$ cat src/itoa_pkg.sv
// Package of the integer to radix ASCII converter: widths, character codes,
// request and result structs, the command passed from front to back.
// Depends on nothing.
package itoa_pkg;

    localparam int VALUE_WIDTH = 32;
    localparam int RADIX_W     = 6;
    localparam int CHAR_W      = 7;

    // One digit per division; radix 2 gives the most digits.
    localparam int STORE_DEPTH = VALUE_WIDTH;
    localparam int ADDR_W      = $clog2(STORE_DEPTH);
    localparam int COUNT_W     = $clog2(STORE_DEPTH + 1);
    localparam int STEP_W      = $clog2(VALUE_WIDTH);

    localparam int QUEUE_DEPTH = 2;
    localparam int QPTR_W      = (QUEUE_DEPTH > 1) ? $clog2(QUEUE_DEPTH) : 1;
    localparam int QCNT_W      = $clog2(QUEUE_DEPTH + 1);

    localparam logic [RADIX_W-1:0] RADIX_MIN    = RADIX_W'(2);
    localparam logic [RADIX_W-1:0] RADIX_MAX    = RADIX_W'(36);
    localparam logic [RADIX_W-1:0] RADIX_SIGNED = RADIX_W'(10);

    localparam logic [CHAR_W-1:0] CHAR_ZERO  = CHAR_W'(8'h30);
    localparam logic [CHAR_W-1:0] CHAR_NINE  = CHAR_W'(8'h39);
    localparam logic [CHAR_W-1:0] CHAR_A     = CHAR_W'(8'h61);
    localparam logic [CHAR_W-1:0] CHAR_Z     = CHAR_W'(8'h7a);
    localparam logic [CHAR_W-1:0] CHAR_MINUS = CHAR_W'(8'h2d);
    localparam logic [CHAR_W-1:0] CHAR_NONE  = CHAR_W'(0);

    typedef struct packed {
        logic [VALUE_WIDTH-1:0] value;
        logic [RADIX_W-1:0]     base;
        logic                   func;
    } in_t;

    typedef struct packed {
        logic [CHAR_W-1:0] char_code;
        logic              last;
        logic              empty_res;
    } out_t;

    typedef enum logic [1:0] {
        CMD_EMPTY,
        CMD_ZERO,
        CMD_CONV
    } cmd_kind_t;

    typedef struct packed {
        cmd_kind_t              kind;
        logic [VALUE_WIDTH-1:0] mag;
        logic [RADIX_W-1:0]     base;
        logic                   minus;
    } cmd_t;

    function automatic logic [CHAR_W-1:0] digit_char(input logic [RADIX_W-1:0] d);
        logic [CHAR_W-1:0] d_ext;
        d_ext = CHAR_W'(d);
        if (d > RADIX_W'(9)) begin
            return CHAR_A + d_ext - CHAR_W'(10);
        end
        return CHAR_ZERO + d_ext;
    endfunction

endpackage

$ cat src/itoa_ram.sv
// Generic single-write, single-read RAM with a registered read port.
// Depends on nothing; used for the digit store of the converter.
module itoa_ram #(
    parameter int WIDTH = 8,
    parameter int DEPTH = 32
) (
    input  logic                     clk,
    input  logic                     wr_en,
    input  logic [$clog2(DEPTH)-1:0] wr_addr,
    input  logic [WIDTH-1:0]         wr_data,
    input  logic                     rd_en,
    input  logic [$clog2(DEPTH)-1:0] rd_addr,
    output logic [WIDTH-1:0]         rd_data
);

    logic [WIDTH-1:0] mem [DEPTH];
    logic [WIDTH-1:0] rd_data_reg;

    always_ff @(posedge clk) begin
        if (wr_en) begin
            mem[wr_addr] <= wr_data;
        end
        if (rd_en) begin
            rd_data_reg <= mem[rd_addr];
        end
    end

    assign rd_data = rd_data_reg;

endmodule

$ cat src/itoa_fifo.sv
// Short command queue between the front and the back of the converter.
// Depends on itoa_pkg for the command struct and the queue depth.
module itoa_fifo (
    input  logic          clk,
    input  logic          rst_n,
    input  logic          push,
    input  itoa_pkg::cmd_t push_cmd,
    output logic          full,
    input  logic          pop,
    output logic          cmd_valid,
    output itoa_pkg::cmd_t cmd
);
    import itoa_pkg::*;

    cmd_t              entry_reg [QUEUE_DEPTH];
    logic [QPTR_W-1:0] wr_ptr_reg, wr_ptr_next;
    logic [QPTR_W-1:0] rd_ptr_reg, rd_ptr_next;
    logic [QCNT_W-1:0] count_reg, count_next;
    logic              do_push, do_pop;

    assign full      = (count_reg == QCNT_W'(QUEUE_DEPTH));
    assign cmd_valid = (count_reg != '0);
    assign cmd       = entry_reg[rd_ptr_reg];
    assign do_push   = push && !full;
    assign do_pop    = pop && cmd_valid;

    always_comb begin
        wr_ptr_next = wr_ptr_reg;
        rd_ptr_next = rd_ptr_reg;
        count_next  = count_reg;
        if (do_push) begin
            wr_ptr_next = (wr_ptr_reg == QPTR_W'(QUEUE_DEPTH - 1)) ? '0
                        : wr_ptr_reg + QPTR_W'(1);
        end
        if (do_pop) begin
            rd_ptr_next = (rd_ptr_reg == QPTR_W'(QUEUE_DEPTH - 1)) ? '0
                        : rd_ptr_reg + QPTR_W'(1);
        end
        if (do_push && !do_pop) begin
            count_next = count_reg + QCNT_W'(1);
        end else if (do_pop && !do_push) begin
            count_next = count_reg - QCNT_W'(1);
        end
    end

    always_ff @(posedge clk or negedge rst_n) begin
        if (!rst_n) begin
            wr_ptr_reg <= '0;
            rd_ptr_reg <= '0;
            count_reg  <= '0;
        end else begin
            wr_ptr_reg <= wr_ptr_next;
            rd_ptr_reg <= rd_ptr_next;
            count_reg  <= count_next;
        end
    end

    always_ff @(posedge clk) begin
        if (do_push) begin
            entry_reg[wr_ptr_reg] <= push_cmd;
        end
    end

endmodule

$ cat src/itoa_front.sv
// Front end of the converter: accepts requests, checks the radix, detects
// zero and negative decimal values and forms the magnitude. Uses itoa_pkg.
module itoa_front (
    input  logic           in_valid,
    output logic           in_stall,
    input  itoa_pkg::in_t  in_data,
    input  logic           queue_full,
    output logic           push,
    output itoa_pkg::cmd_t push_cmd
);
    import itoa_pkg::*;

    logic radix_ok;
    logic is_zero;
    logic is_neg;

    assign radix_ok = (in_data.base >= RADIX_MIN) && (in_data.base <= RADIX_MAX);
    assign is_zero  = (in_data.value == '0);
    // Only a signed decimal request shows a sign; other radixes print raw bits.
    assign is_neg   = in_data.func && (in_data.base == RADIX_SIGNED)
                   && in_data.value[VALUE_WIDTH-1];

    assign in_stall = queue_full;
    assign push     = in_valid && !queue_full;

    always_comb begin
        push_cmd.base  = in_data.base;
        push_cmd.minus = is_neg;
        push_cmd.mag   = is_neg ? (~in_data.value + VALUE_WIDTH'(1)) : in_data.value;
        if (!radix_ok) begin
            push_cmd.kind = CMD_EMPTY;
        end else if (is_zero) begin
            push_cmd.kind = CMD_ZERO;
        end else begin
            push_cmd.kind = CMD_CONV;
        end
    end

endmodule

$ cat src/itoa_back.sv
// Back end of the converter: restoring radix divider, digit store and the
// character output register. Depends on itoa_pkg and itoa_ram.
module itoa_back (
    input  logic           clk,
    input  logic           rst_n,
    input  logic           cmd_valid,
    input  itoa_pkg::cmd_t cmd,
    output logic           pop,
    output logic           out_valid,
    input  logic           out_stall,
    output itoa_pkg::out_t out_data
);
    import itoa_pkg::*;

    typedef enum logic [2:0] {
        S_IDLE,
        S_DIV,
        S_MINUS,
        S_RD,
        S_OUT
    } state_t;

    state_t                 state_reg, state_next;
    logic [VALUE_WIDTH-1:0] quotient_reg, quotient_next;
    logic [RADIX_W-1:0]     rem_reg, rem_next;
    logic [RADIX_W-1:0]     base_reg, base_next;
    logic [STEP_W-1:0]      step_reg, step_next;
    logic [COUNT_W-1:0]     digit_count_reg, digit_count_next;
    logic                   minus_pending_reg, minus_pending_next;
    logic                   out_valid_reg, out_valid_next;
    out_t                   out_data_reg, out_data_next;

    logic [RADIX_W:0]       rem_sh;
    logic [RADIX_W:0]       rem_step;
    logic                   ge;
    logic [VALUE_WIDTH-1:0] quotient_step;
    logic [COUNT_W-1:0]     count_dec;
    logic                   slot_free;

    logic                   wr_en;
    logic                   rd_en;
    logic [RADIX_W-1:0]     rd_data;

    // One quotient bit per cycle: bring down the next dividend bit.
    assign rem_sh        = {rem_reg, quotient_reg[VALUE_WIDTH-1]};
    assign ge            = (rem_sh >= {1'b0, base_reg});
    assign rem_step      = ge ? (rem_sh - {1'b0, base_reg}) : rem_sh;
    assign quotient_step = {quotient_reg[VALUE_WIDTH-2:0], ge};
    assign count_dec     = digit_count_reg - COUNT_W'(1);
    assign slot_free     = !out_valid_reg || !out_stall;

    itoa_ram #(
        .WIDTH (RADIX_W),
        .DEPTH (STORE_DEPTH)
    ) u_store (
        .clk     (clk),
        .wr_en   (wr_en),
        .wr_addr (digit_count_reg[ADDR_W-1:0]),
        .wr_data (rem_step[RADIX_W-1:0]),
        .rd_en   (rd_en),
        .rd_addr (count_dec[ADDR_W-1:0]),
        .rd_data (rd_data)
    );

    always_comb begin
        state_next         = state_reg;
        quotient_next      = quotient_reg;
        rem_next           = rem_reg;
        base_next          = base_reg;
        step_next          = step_reg;
        digit_count_next   = digit_count_reg;
        minus_pending_next = minus_pending_reg;
        out_valid_next     = out_valid_reg && out_stall;
        out_data_next      = out_data_reg;
        pop                = 1'b0;
        wr_en              = 1'b0;
        rd_en              = 1'b0;

        unique case (state_reg)
            S_IDLE: begin
                if (cmd_valid) begin
                    unique case (cmd.kind)
                        CMD_CONV: begin
                            pop                = 1'b1;
                            quotient_next      = cmd.mag;
                            base_next          = cmd.base;
                            minus_pending_next = cmd.minus;
                            rem_next           = '0;
                            step_next          = '0;
                            digit_count_next   = '0;
                            state_next         = S_DIV;
                        end
                        CMD_ZERO: begin
                            if (slot_free) begin
                                pop            = 1'b1;
                                out_valid_next = 1'b1;
                                out_data_next  = '{char_code: CHAR_ZERO, last: 1'b1,
                                                   empty_res: 1'b0};
                            end
                        end
                        CMD_EMPTY: begin
                            if (slot_free) begin
                                pop            = 1'b1;
                                out_valid_next = 1'b1;
                                out_data_next  = '{char_code: CHAR_NONE, last: 1'b1,
                                                   empty_res: 1'b1};
                            end
                        end
                        default: begin
                            pop = 1'b1;
                        end
                    endcase
                end
            end
            S_DIV: begin
                quotient_next = quotient_step;
                rem_next      = rem_step[RADIX_W-1:0];
                step_next     = step_reg + STEP_W'(1);
                if (step_reg == STEP_W'(VALUE_WIDTH - 1)) begin
                    // Digit complete: store the remainder, start over on the quotient.
                    wr_en            = 1'b1;
                    digit_count_next = digit_count_reg + COUNT_W'(1);
                    rem_next         = '0;
                    step_next        = '0;
                    if (quotient_step == '0) begin
                        state_next = minus_pending_reg ? S_MINUS : S_RD;
                    end
                end
            end
            S_MINUS: begin
                if (slot_free) begin
                    out_valid_next = 1'b1;
                    out_data_next  = '{char_code: CHAR_MINUS, last: 1'b0, empty_res: 1'b0};
                    state_next     = S_RD;
                end
            end
            S_RD: begin
                rd_en      = 1'b1;
                state_next = S_OUT;
            end
            S_OUT: begin
                if (slot_free) begin
                    out_valid_next   = 1'b1;
                    out_data_next    = '{char_code: digit_char(rd_data),
                                         last: (digit_count_reg == COUNT_W'(1)),
                                         empty_res: 1'b0};
                    digit_count_next = count_dec;
                    state_next       = (digit_count_reg == COUNT_W'(1)) ? S_IDLE : S_RD;
                end
            end
            default: begin
                state_next = S_IDLE;
            end
        endcase
    end

    always_ff @(posedge clk or negedge rst_n) begin
        if (!rst_n) begin
            state_reg         <= S_IDLE;
            quotient_reg      <= '0;
            rem_reg           <= '0;
            base_reg          <= '0;
            step_reg          <= '0;
            digit_count_reg   <= '0;
            minus_pending_reg <= 1'b0;
            out_valid_reg     <= 1'b0;
            out_data_reg      <= '0;
        end else begin
            state_reg         <= state_next;
            quotient_reg      <= quotient_next;
            rem_reg           <= rem_next;
            base_reg          <= base_next;
            step_reg          <= step_next;
            digit_count_reg   <= digit_count_next;
            minus_pending_reg <= minus_pending_next;
            out_valid_reg     <= out_valid_next;
            out_data_reg      <= out_data_next;
        end
    end

    assign out_valid = out_valid_reg;
    assign out_data  = out_data_reg;

endmodule

$ cat src/integer_to_radix_ascii.sv
// Top level of the integer to radix ASCII converter.
// Depends on itoa_pkg, itoa_front, itoa_fifo and itoa_back.
//
// Usage: a request carries a 32-bit value, a radix and a signed selector on
// the in channel (in_valid, in_stall, in_data). The result channel (out_valid,
// out_stall, out_data) returns one ASCII character per transfer, most
// significant digit first, with last set on the final character. A signed
// decimal request with the sign bit set starts with a minus. A zero value
// returns the single character '0'; a radix outside 2 to 36 returns one
// result with empty_res and last set and a zero character code.
// Timing: the radix divider is a shared restoring unit that produces one
// quotient bit per cycle, and each character then passes through the
// registered read of the digit store before it reaches the output register.
// Zero and invalid radix requests are popped from the queue as their single
// result is registered, once the output register is free.
// The front end accepts a request every cycle while the two-entry command
// queue has room, so requests can be taken while a conversion is running.
// Reset empties the queue and the output register and returns the back end
// to idle. A stalled receiver holds the current character in the output
// register; the back end waits and the queue fills, then in_stall rises.
module integer_to_radix_ascii (
    input  logic           clk,
    input  logic           rst_n,
    input  logic           in_valid,
    output logic           in_stall,
    input  itoa_pkg::in_t  in_data,
    output logic           out_valid,
    input  logic           out_stall,
    output itoa_pkg::out_t out_data
);
    import itoa_pkg::*;

    logic queue_full;
    logic push;
    cmd_t push_cmd;
    logic pop;
    logic cmd_valid;
    cmd_t cmd;

    // Classification of each request happens in the same cycle it is taken.
    itoa_front u_front (
        .in_valid   (in_valid),
        .in_stall   (in_stall),
        .in_data    (in_data),
        .queue_full (queue_full),
        .push       (push),
        .push_cmd   (push_cmd)
    );

    // The queue decouples request acceptance from the long conversions.
    itoa_fifo u_fifo (
        .clk       (clk),
        .rst_n     (rst_n),
        .push      (push),
        .push_cmd  (push_cmd),
        .full      (queue_full),
        .pop       (pop),
        .cmd_valid (cmd_valid),
        .cmd       (cmd)
    );

    // Divider, digit store and character output register.
    itoa_back u_back (
        .clk       (clk),
        .rst_n     (rst_n),
        .cmd_valid (cmd_valid),
        .cmd       (cmd),
        .pop       (pop),
        .out_valid (out_valid),
        .out_stall (out_stall),
        .out_data  (out_data)
    );

endmodule

$ cat config.mk
export PLATFORM = sky130hd
export DESIGN_NAME = integer_to_radix_ascii
export DESIGN_NICKNAME = d
export VERILOG_FILES = /design/src/itoa_pkg.sv /design/src/itoa_ram.sv /design/src/itoa_fifo.sv /design/src/itoa_front.sv /design/src/itoa_back.sv /design/src/integer_to_radix_ascii.sv
export SDC_FILE = /design/constraint.sdc
export NUM_CORES = 1
export LEC_CHECK = 0
export BUFFER_PORTS_ARGS = -buffer_cell sky130_fd_sc_hd__buf_2
export CORE_AREA = 2 2 160 162
export CTS_CLUSTER_SIZE = 30
export DETAILED_ROUTE_END_ITERATION = 8
export DIE_AREA = 0 0 162 164
export PLACE_DENSITY = 0.81
export SETUP_SLACK_MARGIN = 0.02
export SYNTH_ARGS = -nofsm -noshare
export SYNTH_HDL_FRONTEND = slang
export SYNTH_HIERARCHICAL = 1
export SYNTH_SLANG_ARGS = --single-unit
$ cat constraint.sdc
create_clock -name clk -period 9.6 [get_ports clk]
set_input_delay 0.96 -clock clk [delete_from_list [all_inputs] [get_ports clk]]
set_output_delay 0.96 -clock clk [all_outputs]
set_load 0.01 [all_outputs]
==> results_dict.tcl, run 1 <==
set metrics [dict create \
    yosys.area_share.xor_xnor 0.0247 \
    holdBufCountCts 0 \
    start_kind "flop" \
    hold_path.class "reg2reg" \
    max_cap_viol_count 0 \
    status "complete, no violations" \
    dp_slack_ns 5.57 \
    io_buffers 53 \
    syn_inst 1028 \
    crit_required_ns 9.87 \
    grt_max_degree 75 \
    grt_use_total 0.273 \
    finClkSkew_ns 0.0250 \
    cp_slowest_cell "buf_4" \
    synth_flop_cell "edfxtp_1" \
    layout_common_cells "edfxtp_1 (280), dfrtp_1 (72), nor2_1 (61), nand2_1 (61), mux4_2 (60)" \
    ys.warnings.count 6 \
    drt-vias-per-instance 6.49 \
    worst-path-max-fanout 49 \
    path_clk_slew_ns 0.06 \
    slew_violations 0 \
    synth.distinct_cells 74 \
    tns_ns 0 \
    synth_fa_ha_area_frac 0.0154 \
    num-fill-cells 1535 \
    ys_async_sr_fraction 0.207 \
    synth-seq-cells 353 \
    core_mm2 0.0248 \
    fin_ws_ns 5.56 \
    post-route-min-period_ns 4.04 \
    drt-total-wl_um 34900 \
    synth-seq-area-share 0.641 \
    cp.arrival_ns 4.31 \
    cts_resized 0 \
    hpwl_um 21300 \
    synth_top_family_by_area "multiplexers" \
    whs_path_depth 1 \
    drive_above_1_share 0.232 \
    critical_path_class "reg2reg" \
    syn-num-nets 1090 \
    leakagePower_nw 6.55 \
    slew_headroom 0.120 \
    cts.sinks 353 \
    drt_iter0_drc 1151 \
    cp_cell_sequence "inv_2, buf_4, ha_1, xor2_4, buf_4, mux4_2, mux4_2, mux2_2" \
    clkLatencyLatePin_ns 0.53 \
    peakVddDrop_uv 207 \
    finalInstanceArea_mm2 0.0176 \
    fin_hold_ws_ns 0.481 \
    finalSetupViolCount 0 \
    end_kind "flop" \
    syn2layout_area_growth_pct 10.4 \
    regToRegSetupSlack_ns 5.56 \
    placed_cell_area_mm2 0.0164 \
    synthMuxAreaShare 0.158 \
    fmax_mhz 248 \
    die-area_mm2 0.0266 \
    cts_buffers 36 \
    avgSynthCellArea_um2 15.5 \
    synthSimpleGateAreaFrac 0.0762 \
    syn_area_mm2 0.0160 \
    clk_path_buf_depth 3 \
    antenna_found_initial 0 \
    synth_compound_area_frac 0.0554 \
    grt_pass1_vias 9355 \
    power_density_mw_per_mm2 367 \
    cts_max_level 2 \
    grt_remaining_overflow 0 \
    gp_congestion 0.838 \
    finalHoldViolCount 0 \
    largest_reg_flops 192 \
    layout_commonest_cell "edfxtp_1" \
    routedWlPerCell_um 24.4 \
    final_antenna_net_count 0 \
    max_stage_delay_ns 0.70 \
    diodes 0 \
    drc 0 \
    row_count 58 \
    initial_core_util 0.643 \
    die_w_um 162 \
    grt_setup_unrepaired "no" \
    nNetsFinal 1135 \
    postCtsSetupRepairBufs 0 \
    die_h_um 164 \
    drt-pass1-iter-count 5 \
    worstMarginPinSlew_ns 1.32 \
    power.total_mw 6.47 \
    num_io_pins 54 \
    synth-edff-count 280 \
    clk_root_buffer_cell "clkbuf_16" \
    vias 9286 \
    cts_tree "built" \
    fin_crit_sh 0.420 \
    ff2ff_path_depth 8 \
    grt_pass1_wl_um 54300 \
]
report_power, final:
| group | internal (mW) | switching [mW] |
|---|---|---|
| combinational | 0.931 | 1.46 |
| clock | 0.879 | 0.565 |
| sequential | 2.44 | 0.189 |
| total | 4.25 | 2.22 |
through the flow:
stage / std cells / util
floorplan: 1028 / -
global placement: 1365 / 0.660
detailed placement: 1365 / 0.660
CTS: 1430 / 0.710
global route: 1430 / 0.710
finish: 1430 / 0.710
per-layer routing:
| metal | part of all wire | vias to the layer above | track usage |
|---|---|---|---|
| met5 | 0 | - | 0 |
| met4 | 0.043 | 0 | 0.125 |
| met3 | 0.083 | 96 | 0.0598 |
| met2 | 0.50 | 498 | 0.456 |
| met1 | 0.37 | 4653 | 0.345 |
| li1 | - | 4039 | - |
synth_stat cells (all sizes together) (6+ instances only):
| cell | count | area share |
|---|---|---|
| nor3 | 14 | 0.0044 |
| nand2 | 62 | 0.015 |
| nand2b | 7 | 0.0027 |
| o21ai | 59 | 0.019 |
| o22ai | 6 | 0.0024 |
| a21oi | 23 | 0.0079 |
| buf | 37 | 0.018 |
| inv | 28 | 0.0066 |
| clkbuf | 19 | 0.0045 |
| mux2i | 34 | 0.021 |
| mux4 | 60 | 0.085 |
| ha | 18 | 0.014 |
| mux2 | 60 | 0.052 |
| xor2 | 21 | 0.012 |
| a31oi | 12 | 0.0047 |
| nand4 | 6 | 0.0024 |
| nor4 | 15 | 0.0089 |
| edfxtp | 280 | 0.53 |
| or3b | 6 | 0.0035 |
| nand3b | 7 | 0.0033 |
| nor2 | 64 | 0.016 |
| o31ai | 8 | 0.0038 |
| and2 | 6 | 0.0024 |
| xnor2 | 24 | 0.013 |
| nand3 | 14 | 0.0044 |
| dfrtp | 73 | 0.11 |
| or4 | 6 | 0.0033 |
logic make-up (layout without fill, tap and decap cells):
family / Yosys count / count (layout)
AO/OA/AOI/OAI: 143 / 143
flip-flops: 353 / 353
multiplexers: 154 / 154
AND/OR/NAND/NOR: 230 / 230
buffers and inverters: 84 / 156
XOR/XNOR: 45 / 45
adder cells (fa/ha/maj): 19 / 19
worst paths after layout:
| path | from | to |
|---|---|---|
| max | u_back/digit_count_reg[0] | u_back/u_store/rd_data[4] |
| min in group asynchronous | rst_n | u_back/out_data[8] |
| max reg2reg | u_back/digit_count_reg[0] | u_back/u_store/rd_data[4] |
| max in group asynchronous | rst_n | u_fifo/rd_ptr_reg |
| min | u_back/out_data[1] | u_back/out_data[1] |
| min reg2reg | u_back/out_data[1] | u_back/out_data[1] |
critical path, delay by kind of cell (launching register included):
kind / cells / cell delay [ns]
xor gates and xnor gates: 1 / 0.16
adders and majority gates: 1 / 0.44
buffers and inverters: 3 / 1.36
DFF: 1 / 0.50
muxes: 3 / 1.27
cell type report:
cell class	instances	area, um^2	area share
flip-flops and latches	353	10200	0.581
multi-input cells	591	5290	0.300
clock buffers	52	1020	0.0581
well taps	330	413	0.0234
repair buffers	63	343	0.0195
clock inverters	13	205	0.0116
inverters	28	105	0.00597
(Power assumes the default switching activity.)
==> inputs of run 2 (changes only) <==
Settings changed: ABC_AREA set to 1, CORE_AREA 2 2 160 162 to 2 2 176 178, DIE_AREA 0 0 162 164 to 0 0 178 180, PLACE_DENSITY 0.81 to 0.74.
Clock period 9.6 ns to 3.7 ns, I/O delays scaled along.
==> run 2 against run 1 <==
The run now ends with negative hold slack left; via count increased by 28%; register-to-register slack lost 4.7 ns; clock skew up 0.0012 ns; clock power grew to 2.5 times the previous value; clock-buffer cell count increased by 1; highest routed layer unchanged; utilization is 11 points lower; critical endpoint is now u_back/u_store/mem[8][4].
==> results_dict.tcl, run 2 <==
set metrics [dict create \
    status "finished with violations" \
    violations "negative hold slack" \
    drt_iter0_drc 1174 \
    switching_power_mw 7.32 \
    synth_flop_cell "edfxtp_1" \
    post-route-min-period_ns 2.89 \
    diodes 0 \
    combPwrFrac 0.423 \
    cp_cell_sequence "ha_1, a21oi_1, nand2_1, nand2_1, nand3_1, a21oi_2, buf_4" \
    yosysMostFrequentCell "nand2_1" \
    yosysTopAreaCell "edfxtp_1" \
    synthTopCellsByArea "edfxtp_1 (51%), nand2_1 (13%), dfrtp_1 (11%), nand3_1 (6.1%), nor2_1 (3.9%)" \
    finalSetupViolCount 0 \
    syn-num-nets 1794 \
    synth.distinct_cells 43 \
    p_seq_frac 0.372 \
    drt-total-wl_um 36300 \
    max_stage_delay_ns 0.92 \
    slew_violations 0 \
    synth-seq-cells 353 \
    postCtsSetupRepairBufs 0 \
    path_clk_slew_ns 0.06 \
    power.internal_mw 10.3 \
    finalInstanceArea_mm2 0.0183 \
    syn_inst 1732 \
    drc 0 \
    initial_core_util 0.551 \
    clkPwrFrac 0.205 \
    drive_above_1_share 0.0953 \
    tns_ns 0 \
    row_count 64 \
    drt-pass1-iter-count 5 \
    syn2layout_area_growth_pct 9.65 \
    grt_pass1_wl_um 58700 \
    slew_headroom 0.281 \
    core_mm2 0.0302 \
    grt_use_total 0.231 \
    crit_required_ns 4.07 \
    crit_buf_inv 1 \
    num_io_pins 54 \
    synth-seq-area-share 0.615 \
    synth-edff-count 280 \
    fin_hold_ws_ns -0.0257 \
    syn_area_mm2 0.0166 \
    routedWlPerCell_um 16.6 \
    critical_path_class "reg2reg" \
    layout_commonest_cell "nand2_1" \
    start_kind "flop" \
    fin_ws_ns 0.814 \
    power_density_mw_per_mm2 965 \
    nNetsFinal 1828 \
    end_kind "flop" \
    power.switching_fraction 0.416 \
    dp_slack_ns 0.825 \
    holdBufCountCts 0 \
    antenna_found_initial 0 \
    postLayoutCoreUtil 0.605 \
    fmax_mhz 347 \
    synth_top_area_frac 0.505 \
    max_cap_viol_count 0 \
    cts.sinks 353 \
    largest_reg_flops 192 \
    cts_buffers 37 \
    avgSynthCellArea_um2 9.61 \
    grt_setup_unrepaired "no" \
    worst-path-max-fanout 21 \
    fin_crit_sh 0.780 \
    die_w_um 178 \
    grt_pass1_vias 11400 \
    ys.warnings.count 6 \
    grt_remaining_overflow 0 \
    hpwl_um 23200 \
    clk_root_buffer_cell "clkbuf_16" \
    path_common_cell "nand2_1" \
    gp_congestion 0.853 \
    clk_path_buf_depth 3 \
    io_buffers 53 \
    peakVddDrop_uv 774 \
    finClkSkew_ns 0.0263 \
    placed_cell_area_mm2 0.0171 \
    cts_resized 0 \
    hold_path.class "in2async" \
    cp.arrival_ns 3.26 \
    leakagePower_nw 7.52 \
    layout_common_cells "nand2_1 (595), edfxtp_1 (280), nand3_1 (202)" \
    final_antenna_net_count 0 \
    ys_async_sr_fraction 0.207 \
    cts_max_level 2 \
    clkLatencyLatePin_ns 0.53 \
    worstMarginPinSlew_ns 1.07 \
    grt_max_degree 98 \
    finalHoldViolCount 18 \
    vias 11900 \
    cp_slowest_cell "a21oi_2" \
    yosys-top-cells-count "nand2_1 (595), edfxtp_1 (280), nand3_1 (202)" \
    drt-vias-per-instance 5.43 \
    die-area_mm2 0.0320 \
    die_h_um 180 \
    cp_top_family "compound AO/OA/AOI/OAI gates" \
    cts_tree "built" \
]
-- run 2: changes by cell type after synthesis, moves of 34 or more --
cell,delta
inv_1,+78
o21ai_1,-40
mux4_2,-60
nor2_1,+112
nand3_1,+188
nand2_1,+534
mux2i_1,-34
mux2_4,-39
-- run 2: path summary, 6_finish.rpt --
check | endpoint | startpoint | cells past startpoint | slack (ns)
setup / recovery | u_back/u_store/mem[8][4] | u_back/rem_reg[1] | 7 | 0.81
hold / removal | u_fifo/count_reg[1] | rst_n | 1 | -0.03
setup reg to reg | u_back/u_store/mem[8][4] | u_back/rem_reg[1] | 7 | 0.81
hold reg to reg | u_back/out_data[8] | u_back/out_data[8] | 2 | 0.48
max in group asynchronous | u_back/base_reg[0] | rst_n | 1 | 3.08
min in group clk | u_fifo/entry_reg[1][7] | in_data[7] | 1 | 0.06
-- run 2: power groups by stage --
| stage | sequential (mW) | combinational (mW) | clock [mW] |
|---|---|---|---|
| 6_report | 6.55 | 7.44 | 3.62 |
| 3_3_place_gp | 6.60 | 7.19 | 0 |
| 5_1_grt | 6.62 | 8.35 | 3.84 |
| 3_5_place_dp | 6.62 | 7.39 | 0 |
| 2_1_floorplan | 6.53 | 5.27 | 0 |
| 4_1_cts | 6.55 | 7.42 | 3.68 |
-- run 2: metrics by stage --
| step | hold WS [ns] | cells | power [mW] |
|---|---|---|---|
| 3_3_place_gp | 0.459 | 2123 | 13.8 |
| 3_5_place_dp | 0.462 | 2123 | 14.0 |
| 5_1_grt | 0.0495 | 2191 | 18.8 |
| 2_1_floorplan | 0.0744 | 1732 | 11.8 |
| 4_1_cts | 0.0265 | 2191 | 17.6 |
| 6_report | -0.0257 | 2191 | 17.6 |
-- run 2: area by class of cell --
class	instances	area, um^2
Multi-Input combinational cell	1186	5470
Clock inverter	15	141
Inverter	116	440
Tap cell	396	495
Sequential cell	353	10200
Timing Repair Buffer	72	423
Fill cell	2464	11900
Clock buffer	53	1050
-- run 2: cell families after synthesis --
family / share of synthesized area
fa+ha+maj: 0.0147
xor+xnor: 0.0126
compound gates: 0.0354
flops: 0.615
buf+inv: 0.0579
mux: 0.00135
simple gates: 0.263
-- run 2: layer usage --
metal / global-route usage / share of wire / vias to the layer above / routed length, um
met3: 0.0431 / 0.077 / 70 / 2780
met4: 0.0757 / 0.025 / 0 / 897
met2: 0.372 / 0.48 / 423 / 17300
met5: 0 / 0 / - / 0
met1: 0.317 / 0.42 / 5558 / 15400
li1: - / - / 5836 / -
==> inputs of run 3 (changes only) <==
Settings changed: ABC_AREA 1 to 0, CORE_AREA 2 2 176 178 to 2 2 164 166, DIE_AREA 0 0 178 180 to 0 0 166 168, PLACE_DENSITY 0.74 to 0.78.
Clock period 3.7 ns to 2.8 ns, I/O delays scaled along.
==> run 3 against run 2 <==
The run now ends clean; global-route usage barely moved; utilization grew 7.9 points; register-to-register slack lost 0.68 ns; design area fell by 1.3%; die area fell by 13%; non-clock buffer count is 51 higher; worst hold slack improved by 0.13 ns; sequential power is 35% higher; combinational power grew 14%; routed wire length shrank 13%; critical endpoint is now u_back/u_store/rd_data[0].
==> results_dict.tcl, run 3 (synthesis results as in run 1) <==
set metrics [dict create \
    status "complete, no violations" \
    grt_pass1_wl_um 50500 \
    die-area_mm2 0.0279 \
    gp_congestion 0.813 \
    finalHoldViolCount 0 \
    initial_core_util 0.606 \
    power.internal_mw 14.5 \
    postCtsSetupRepairBufs 0 \
    max_cap_viol_count 0 \
    slew_violations 0 \
    clk_root_buffer_cell "clkbuf_16" \
    cts_max_level 2 \
    routedWlPerCell_um 20.9 \
    drt_iter0_drc 739 \
    die_h_um 168 \
    slew_headroom 0.352 \
    io_buffers 53 \
    tns_ns 0 \
    start_kind "flop" \
    fin_crit_sh 0.952 \
    cts_resized 0 \
    critical_path_class "reg2reg" \
    vias 9010 \
    clk_path_buf_depth 3 \
    crit_start "u_back/digit_count_reg[1]" \
    die_w_um 166 \
    antenna_found_initial 0 \
    drt-pass1-iter-count 5 \
    diodes 0 \
    cts_buffers 36 \
    grt_pass1_vias 9313 \
    power.switching_fraction 0.338 \
    worst-path-max-fanout 31 \
    crit_required_ns 3.07 \
    power_density_mw_per_mm2 1210 \
    grt_use_total 0.231 \
    cts.sinks 353 \
    post-route-min-period_ns 2.67 \
    drive_above_1_share 0.261 \
    layout_common_cells "edfxtp_1 (280), dfrtp_1 (72), nor2_1 (61), nand2_1 (61)" \
    clkLatencyLatePin_ns 0.53 \
    end_kind "flop" \
    worstMarginPinSlew_ns 0.972 \
    place_inst 1428 \
    largest_reg_flops 192 \
    drc 0 \
    min_from "in_data[13]" \
    syn2layout_area_growth_pct 12.9 \
    cp.arrival_ns 2.94 \
    combPwrFrac 0.388 \
    cts_tree "built" \
    peakVddDrop_uv 1200 \
    nNetsFinal 1195 \
    switching_power_mw 7.39 \
    grt_setup_unrepaired "no" \
    grt_max_degree 75 \
    final_antenna_net_count 0 \
    core_mm2 0.0264 \
    fmax_mhz 375 \
    layout_commonest_cell "edfxtp_1" \
    finClkSkew_ns 0.0227 \
    crit-reg2reg-launch "u_back/digit_count_reg[1]" \
    leakagePower_nw 6.82 \
    drt-total-wl_um 31400 \
    p_seq_frac 0.406 \
    clkPwrFrac 0.206 \
    hold_path.class "in2reg" \
    num_io_pins 54 \
    drt-vias-per-instance 6.00 \
    row_count 60 \
    fin_cells 1501 \
    hpwl_um 20400 \
    grt_remaining_overflow 0 \
    finalSetupViolCount 0 \
    path_clk_slew_ns 0.06 \
]
## run 3: worst paths after layout
path | endpoint | slack, ns | cells after the start
worst min-delay path | u_fifo/entry_reg[1][13] | 0.10 | 2
worst min register to register | u_back/out_data[1] | 0.49 | 1
worst max-delay path | u_back/u_store/rd_data[0] | 0.13 | 7
max in group asynchronous | u_fifo/rd_ptr_reg | 1.68 | 2
worst max register to register | u_back/u_store/rd_data[0] | 0.13 | 7
min in group asynchronous | u_back/out_data[5] | 0.45 | 2
## run 3: critical path, cell delays in order (launching register included)
cell	delay [ns]
dfrtp_1	0.37
inv_1	0.10
ha_1	0.31
xor2_4	0.24
buf_12	0.24
mux4_2	0.32
mux4_2	0.53
mux2_2	0.28
## run 3: cell type report
| class | instances | area (um^2) |
|---|---|---|
| inverter | 28 | 105 |
| fill | 1677 | 8330 |
| sequential | 353 | 10200 |
| timing repair buffer | 123 | 851 |
| tap | 341 | 427 |
| multi-input combinational | 591 | 5290 |
| clock inverter | 12 | 110 |
| clock buffer | 53 | 995 |
## run 3: power groups by stage
stage | logic, mW | registers [mW] | clock network (mW)
after global routing | 9.19 | 8.96 | 4.78
after CTS | 8.48 | 8.87 | 4.58
after floorplan | 5.97 | 8.84 | 0
after global placement | 8.07 | 8.92 | 0
final | 8.47 | 8.87 | 4.49
after detailed placement | 8.41 | 8.96 | 0
## run 3: metal layers
layer  GRT usage  share of wire  vias up
li1            -              -     4153
met1       0.307           0.41     4496
met2       0.392           0.50      300
met3      0.0355          0.055       61
met4      0.0828          0.030        0
met5           0              0        -
## run 3: what timing repair did
item	4_1_cts	5_1_grt
hold buffers	8	0
endpoints found under the setup margin	0	0
hold endpoints to repair	87	0
## run 3: metrics by stage
| step | util | total power [mW] | setup WS [ns] | hold WS (ns) | instance area (um^2) |
|---|---|---|---|---|---|
| floorplan | - | 14.8 | 0.0360 | -0.0156 | 16000 |
| global placement | 0.639 | 17.0 | 0.200 | 0.467 | 16800 |
| detailed placement | 0.639 | 17.4 | 0.141 | 0.478 | 16800 |
| CTS | 0.684 | 21.9 | 0.142 | 0.0890 | 18000 |
| global route | 0.684 | 22.9 | 0.0395 | 0.101 | 18000 |
| finish | 0.684 | 21.8 | 0.134 | 0.103 | 18000 |
